$ cat src/rtl/mtt_pkg.sv
// ----------------------------------------------------------------------------
// mtt_pkg
// Types and codes shared by the markup tag tokenizer modules.
// ----------------------------------------------------------------------------
package mtt_pkg;

	typedef enum logic [1:0] {
		KIND_TEXT    = 2'd0,
		KIND_RUN_END = 2'd1,
		KIND_TAG     = 2'd2,
		KIND_ERROR   = 2'd3
	} kind_t;

	typedef enum logic [2:0] {
		CODE_HTML    = 3'd0,
		CODE_HEAD    = 3'd1,
		CODE_TITLE   = 3'd2,
		CODE_BODY    = 3'd3,
		CODE_P       = 3'd4,
		CODE_BR      = 3'd5,
		CODE_HEADING = 3'd6
	} tag_t;

	typedef enum logic [1:0] {
		ERR_FIRST  = 2'd0,
		ERR_SECOND = 2'd1,
		ERR_NAME   = 2'd2
	} err_t;

	// Literal states run in consecutive codes so a match advances by one.
	typedef enum logic [4:0] {
		ST_TOP      = 5'd0,
		ST_TEXT     = 5'd1,
		ST_FIRST    = 5'd2,
		ST_H        = 5'd3,
		ST_T        = 5'd4,
		ST_B        = 5'd5,
		ST_HTML_M   = 5'd6,
		ST_HTML_L   = 5'd7,
		ST_HTML_GT  = 5'd8,
		ST_HEAD_A   = 5'd9,
		ST_HEAD_D   = 5'd10,
		ST_HEAD_GT  = 5'd11,
		ST_TITLE_T  = 5'd12,
		ST_TITLE_L  = 5'd13,
		ST_TITLE_E  = 5'd14,
		ST_TITLE_GT = 5'd15,
		ST_BODY_D   = 5'd16,
		ST_BODY_Y   = 5'd17,
		ST_BODY_GT  = 5'd18,
		ST_P_GT     = 5'd19,
		ST_BR_GT    = 5'd20,
		ST_HNUM_GT  = 5'd21
	} state_t;

	typedef struct packed {
		logic [7:0] ch;
	} in_word_t;

	typedef struct packed {
		kind_t      kind;
		logic [7:0] text_byte;
		tag_t       tag_code;
		logic       closing;
		err_t       error_code;
	} out_word_t;

	typedef struct packed {
		logic      valid;
		out_word_t word;
	} step_res_t;

endpackage

$ cat src/rtl/mtt_fsm.sv
// ----------------------------------------------------------------------------
// mtt_fsm
// Recognizer state, closing flag and halt flag; forms the result of one byte.
// ----------------------------------------------------------------------------
module mtt_fsm (
	input  logic              clk,
	input  logic              arst_n,
	input  logic              step,
	input  logic [7:0]        ch,
	output mtt_pkg::step_res_t res
);
	import mtt_pkg::*;

	state_t state_q, state_d;
	logic   closing_q, closing_d;
	logic   stopped_q, stopped_d;

	function automatic logic [7:0] lit_want(input state_t s);
		logic [7:0] w;
		unique case (s)
			ST_HTML_M:  w = "m";
			ST_HTML_L:  w = "l";
			ST_HEAD_A:  w = "a";
			ST_HEAD_D:  w = "d";
			ST_TITLE_T: w = "t";
			ST_TITLE_L: w = "l";
			ST_TITLE_E: w = "e";
			ST_BODY_D:  w = "d";
			ST_BODY_Y:  w = "y";
			default:    w = ">";
		endcase
		return w;
	endfunction

	function automatic tag_t lit_tag(input state_t s);
		tag_t t;
		unique case (s) inside
			ST_HTML_M, ST_HTML_L, ST_HTML_GT:                t = CODE_HTML;
			ST_HEAD_A, ST_HEAD_D, ST_HEAD_GT:                t = CODE_HEAD;
			ST_TITLE_T, ST_TITLE_L, ST_TITLE_E, ST_TITLE_GT: t = CODE_TITLE;
			ST_BODY_D, ST_BODY_Y, ST_BODY_GT:                t = CODE_BODY;
			ST_P_GT:                                         t = CODE_P;
			ST_BR_GT:                                        t = CODE_BR;
			default:                                         t = CODE_HEADING;
		endcase
		return t;
	endfunction

	logic is_lit, lit_last, lit_hit, is_digit, is_gap;

	always_comb begin
		is_lit   = (state_q >= ST_HTML_M) && (state_q <= ST_HNUM_GT);
		lit_last = (state_q inside {ST_HTML_GT, ST_HEAD_GT, ST_TITLE_GT, ST_BODY_GT,
		                            ST_P_GT, ST_BR_GT, ST_HNUM_GT});
		lit_hit  = (ch == lit_want(state_q));
		is_digit = (ch >= 8'd49) && (ch <= 8'd57);
		is_gap   = (ch == " ") || (ch == 8'h0A);
	end

	// Next state
	always_comb begin
		state_d   = state_q;
		closing_d = closing_q;
		stopped_d = stopped_q;
		if (!stopped_q) begin
			unique case (state_q)
				ST_TEXT: begin
					if (ch == "<") state_d = ST_FIRST;
				end
				ST_FIRST: begin
					if (ch == "h")                    state_d = ST_H;
					else if (ch == "t")               state_d = ST_T;
					else if (ch == "b")               state_d = ST_B;
					else if (ch == "p")               state_d = ST_P_GT;
					else if (ch == "/" && !closing_q) closing_d = 1'b1;
					else                              stopped_d = 1'b1;
				end
				ST_H: begin
					if (is_digit)       state_d = ST_HNUM_GT;
					else if (ch == "e") state_d = ST_HEAD_A;
					else if (ch == "t") state_d = ST_HTML_M;
					else                stopped_d = 1'b1;
				end
				ST_T: begin
					if (ch == "i") state_d = ST_TITLE_T;
					else           stopped_d = 1'b1;
				end
				ST_B: begin
					if (ch == "o")      state_d = ST_BODY_D;
					else if (ch == "r") state_d = ST_BR_GT;
					else                stopped_d = 1'b1;
				end
				default: begin
					if (is_lit) begin
						if (!lit_hit) begin
							stopped_d = 1'b1;
						end else if (lit_last) begin
							state_d   = ST_TOP;
							closing_d = 1'b0;
						end else begin
							state_d = state_t'(state_q + 5'd1);
						end
					end else begin
						// top level, and any code that is never reached
						if (is_gap)         state_d = ST_TOP;
						else if (ch == "<") state_d = ST_FIRST;
						else                state_d = ST_TEXT;
					end
				end
			endcase
		end
	end

	// Result
	always_comb begin
		res = '0;
		if (!stopped_q) begin
			unique case (state_q) inside
				ST_TEXT: begin
					res.valid = 1'b1;
					if (ch == "<") begin
						res.word.kind = KIND_RUN_END;
					end else begin
						res.word.kind      = KIND_TEXT;
						res.word.text_byte = ch;
					end
				end
				ST_FIRST: begin
					if (!(ch == "h" || ch == "t" || ch == "b" || ch == "p" ||
					      (ch == "/" && !closing_q))) begin
						res.valid           = 1'b1;
						res.word.kind       = KIND_ERROR;
						res.word.error_code = ERR_FIRST;
					end
				end
				ST_H, ST_T, ST_B: begin
					if (stopped_d) begin
						res.valid           = 1'b1;
						res.word.kind       = KIND_ERROR;
						res.word.error_code = ERR_SECOND;
					end
				end
				default: begin
					if (is_lit) begin
						if (!lit_hit) begin
							res.valid           = 1'b1;
							res.word.kind       = KIND_ERROR;
							res.word.error_code = ERR_NAME;
						end else if (lit_last) begin
							res.valid         = 1'b1;
							res.word.kind     = KIND_TAG;
							res.word.tag_code = lit_tag(state_q);
							res.word.closing  = closing_q;
						end
					end else if (!is_gap && ch != "<") begin
						res.valid          = 1'b1;
						res.word.kind      = KIND_TEXT;
						res.word.text_byte = ch;
					end
				end
			endcase
		end
	end

	always_ff @(posedge clk or negedge arst_n) begin
		if (!arst_n) begin
			state_q   <= ST_TOP;
			closing_q <= 1'b0;
			stopped_q <= 1'b0;
		end else if (step) begin
			state_q   <= state_d;
			closing_q <= closing_d;
			stopped_q <= stopped_d;
		end
	end

	a_halt_holds: assert property (@(posedge clk) disable iff (!arst_n)
		stopped_q |=> stopped_q)
		else $error("halt flag cleared without reset");

	a_halt_silent: assert property (@(posedge clk) disable iff (!arst_n)
		stopped_q |-> !res.valid)
		else $error("result formed while halted");

	a_error_halts: assert property (@(posedge clk) disable iff (!arst_n)
		(step && res.valid && res.word.kind == KIND_ERROR) |=> stopped_q)
		else $error("error result did not halt the recognizer");

	a_tag_returns: assert property (@(posedge clk) disable iff (!arst_n)
		(step && res.valid && res.word.kind == KIND_TAG) |=>
		(state_q == ST_TOP && !closing_q))
		else $error("completed tag left recognizer inside a tag");

endmodule
$ cat config.mk
export PLATFORM = sky130hd
export DESIGN_NAME = mtt_fsm
export DESIGN_NICKNAME = d
export VERILOG_FILES = /design/src/rtl/mtt_pkg.sv /design/src/rtl/mtt_fsm.sv
export SDC_FILE = /design/constraint.sdc
export NUM_CORES = 1
export LEC_CHECK = 0
export BUFFER_PORTS_ARGS = -buffer_cell sky130_fd_sc_hd__buf_2
export CAP_MARGIN = 20
export CORE_AREA = 2 2 56 58
export DETAILED_ROUTE_END_ITERATION = 12
export DIE_AREA = 0 0 58 60
export HOLD_SLACK_MARGIN = 0.02
export PLACE_DENSITY = 0.8
export SLEW_MARGIN = 15
export SYNTH_ARGS = -nofsm -noshare
export SYNTH_HDL_FRONTEND = slang
export SYNTH_SLANG_ARGS = --single-unit
$ cat constraint.sdc
create_clock -name clk -period 5.2 [get_ports clk]
set_input_delay 1.56 -clock clk [delete_from_list [all_inputs] [get_ports clk]]
set_output_delay 1.56 -clock clk [all_outputs]
set_load 0.005 [all_outputs]
==> impl_metrics.ini <==
[status]
status = completed

[finish]
diodes = 0
fin_area_um2 = 1734
fin_cells = 282
drive_gt1_share_pct = 19.68
fill_cells = 304
area_growth_pct = 8.706
final_nets = 267
multi_input_area_um2 = 1289
regArea_um2 = 175.2

[power]
seqPwrFrac_pct = 16.3
p_leak_nw = 0.7173
clkPwrFrac_pct = 7.1
ir_drop_mv = 0.3463
p_per_area_nw_per_um2 = 416.3
p_int_mw = 0.2959
power.switching_mw = 0.4261
p_comb_share_pct = 76.7
total_power_mw = 0.7220
switching_share_pct = 59.02

[logic_synthesis]
synthTopCellsByCount = nor2_1 (23), nand2_1 (16), o21ai_0 (15), a21oi_1 (13), nor3_1 (12)
syn_area_um2 = 1595
synth_top_cells_by_area = dfrtp_1 (11%), nor2_1 (5.4%), ha_1 (4.7%)
postSynth.asyncResetShare_pct = 100.0
yosysMostFrequentCell = nor2_1
syn_area_per_cell_um2 = 6.876
syn_nets = 249
yosys_most_used_dff = dfrtp_1
synth.largest_area_cell = dfrtp_1
synth_top_area_share_pct = 10.98
synth_edf_count = 0
yosys_warnings = 0
syn_inst = 232
yosysUniqueCellTypes = 62
synth_seq_area_share_pct = 10.98
ys_ff_latch = 7

[sta]
worst_clock_skew_ns = 0.01004
rsz0062_at_grt = no
period_needed_ns = 5.024
hold_violations = 0
worst_pin_slew_ns = 0.7875
fmax_mhz = 199.0
hold_slack_ns = 0.5886
period_share_pct = 96.62
fin_setup_tns_ns = 0
finalMaxSlewViolations = 0
setup_viol = 0
max_slew_margin_pct = 47.10

[clock_network]
numClockSinks = 7
post_cts_buffers = 0
insertion_delay_ns = 0.26
clk_pin_slew_ns = 0.06
ctsHtreeMaxLevel = 1
clockBufferDepth = 2
cts_tree = built
cts_buffers = 3
cts-root-buf = clkbuf_4

[detailed_routing]
wl_per_cell_um = 16.54
drtAntennaViolNets = 0
routed_wl_mm = 4.663
vias = 1893
drc = 0
drt_iter0_markers = 125
firstDrtPassIters = 5
post_drt_via_cell_ratio = 6.713

[worst_setup_path]
startpoint_type = input port
path_delay_family = compound AO/OA/AOI/OAI gates
cp.depth = 8
crit_path_frequent_cell = buf_2
max_stage_delay_ns = 0.46
cp_max_fo = 10
crit_type = input port to output pin
r2r_end = state_q[4]
worst_path_max_delay_cell = o41ai_2
critPathBufInv = 3
reg2reg_slack_ns = 2.04
cp-endpoint = res[5]
r2r_cells = 9
arrival_ns = 3.46
path_cells = buf_2 > inv_1 > xnor2_1 > o41ai_2 > nand3_1 > nor3_2 > a21boi_0 > buf_2
endpoint_kind = output pin
crit-reg2reg-launch = state_q[0]
critPathRequiredTime_ns = 3.64
crit_path_start = ch[3]

[floorplanning]
die_w_um = 58
num_rows = 20
initial_utilization_pct = 54.96
ios = 28
coreArea_um2 = 2903
dieArea_um2 = 3480
die_h_um = 60

[global_route]
grt_pass1_vias = 1595
grt.total_usage_pct = 28.20
grt_pass1_wl_mm = 7.665
grt-ovfl-total = 0
grt_max_degree = 25
antenna_found_initial = 0

[worst_hold_path]
min_from = closing_q
hold_path_class = register to register

[place]
place_area_um2 = 1703
hpwl_mm = 3.563
gp_congestion = 1.026
dp.cells = 278
io_buffers = 27

[job]
drv_cap = 0
[through the flow]
step,setup slack [ns],util (%)
after detailed placement,0.1521,58.66
after CTS,0.1430,59.57
after global placement,0.2451,58.66
after floorplan,0.5516,-
after global routing,0.02529,59.74
final,0.1759,59.74
[placed cells by master, fill, tap and decap left out, types with 2 or more instances in the layout]
master / n
mux2_2: 2
nor3_1: 11
a211oi_1: 4
a31o_2: 2
o21a_1: 3
o41ai_1: 2
o21ai_0: 15
o21bai_1: 2
nand2b_1: 6
xnor2_1: 2
a41oi_1: 2
mux2i_1: 2
or3_1: 4
nand3_1: 8
nand4_1: 4
ha_1: 6
o21ai_1: 3
nand2_1: 16
nor2b_1: 7
or2b_1: 2
mux2_4: 2
and2_1: 7
dfrtp_1: 7
buf_4: 3
inv_1: 11
o211ai_1: 2
o31ai_1: 3
nor2_1: 23
and3_1: 2
nand3b_1: 2
and4_1: 2
a21oi_1: 13
clkbuf_4: 3
nor4_1: 2
buf_2: 27
a31oi_1: 7
o22ai_1: 3
[worst min path at each step]
stage | to | depth (start not counted)
finish | closing_q | 2
global route | closing_q | 2
CTS | closing_q | 2
detailed placement | closing_q | 2
global placement | closing_q | 2
floorplan | closing_q | 2
[final cells by class]
class | count | share of cell area, %
Multi-Input combinational cell | 196 | 74.31
Inverter | 12 | 2.597
Timing Repair Buffer | 30 | 9.091
Clock buffer | 4 | 1.515
Tap cell | 33 | 2.381
Sequential cell | 7 | 10.10
[kinds of logic (layout without fill, tap and decap cells)]
logic type	after synthesis	in the layout	synth area share (%)
simple gates	105	105	36.78
xor+xnor	3	3	1.647
flops	7	7	10.98
compound gates	76	76	32.78
buf+inv	29	46	8.549
mux	6	6	4.549
fa+ha+maj	6	6	4.706
[worst min-delay path, delay by kind of cell, from the launching register on]
kind            cells  cell delay, ns
flops               1            0.38
compound gates      1            0.10
simple gates        1            0.07
[power by group through the flow]
stage	sequential, mW	clock, mW	combinational, mW
after floorplan	0.0881	0	0.440
after global placement	0.116	0	0.534
after detailed placement	0.118	0	0.538
after CTS	0.116	0.0516	0.542
after global routing	0.122	0.0550	0.611
final	0.117	0.0510	0.554
[registers in the layout, summed over array words and instances, names as in the netlist]
signal / flops
closing_q: 1
state_q: 5
stopped_q: 1
[repair_timing]
| action | 4_1_cts | 5_1_grt |
|---|---|---|
| hold buffers | 0 | 0 |
| endpoints found under the setup margin | 0 | 4 |
| gates resized for setup | 0 | 1 |
[per-layer routing]
metal	vias to the layer above	wire (µm)	track usage, %
met5	-	0	0
met4	0	129	7.973
met3	14	339	4.113
met2	89	2187	46.43
met1	889	2006	38.35
li1	901	-	-
No activity file was read; power rests on OpenSTA's default activity.
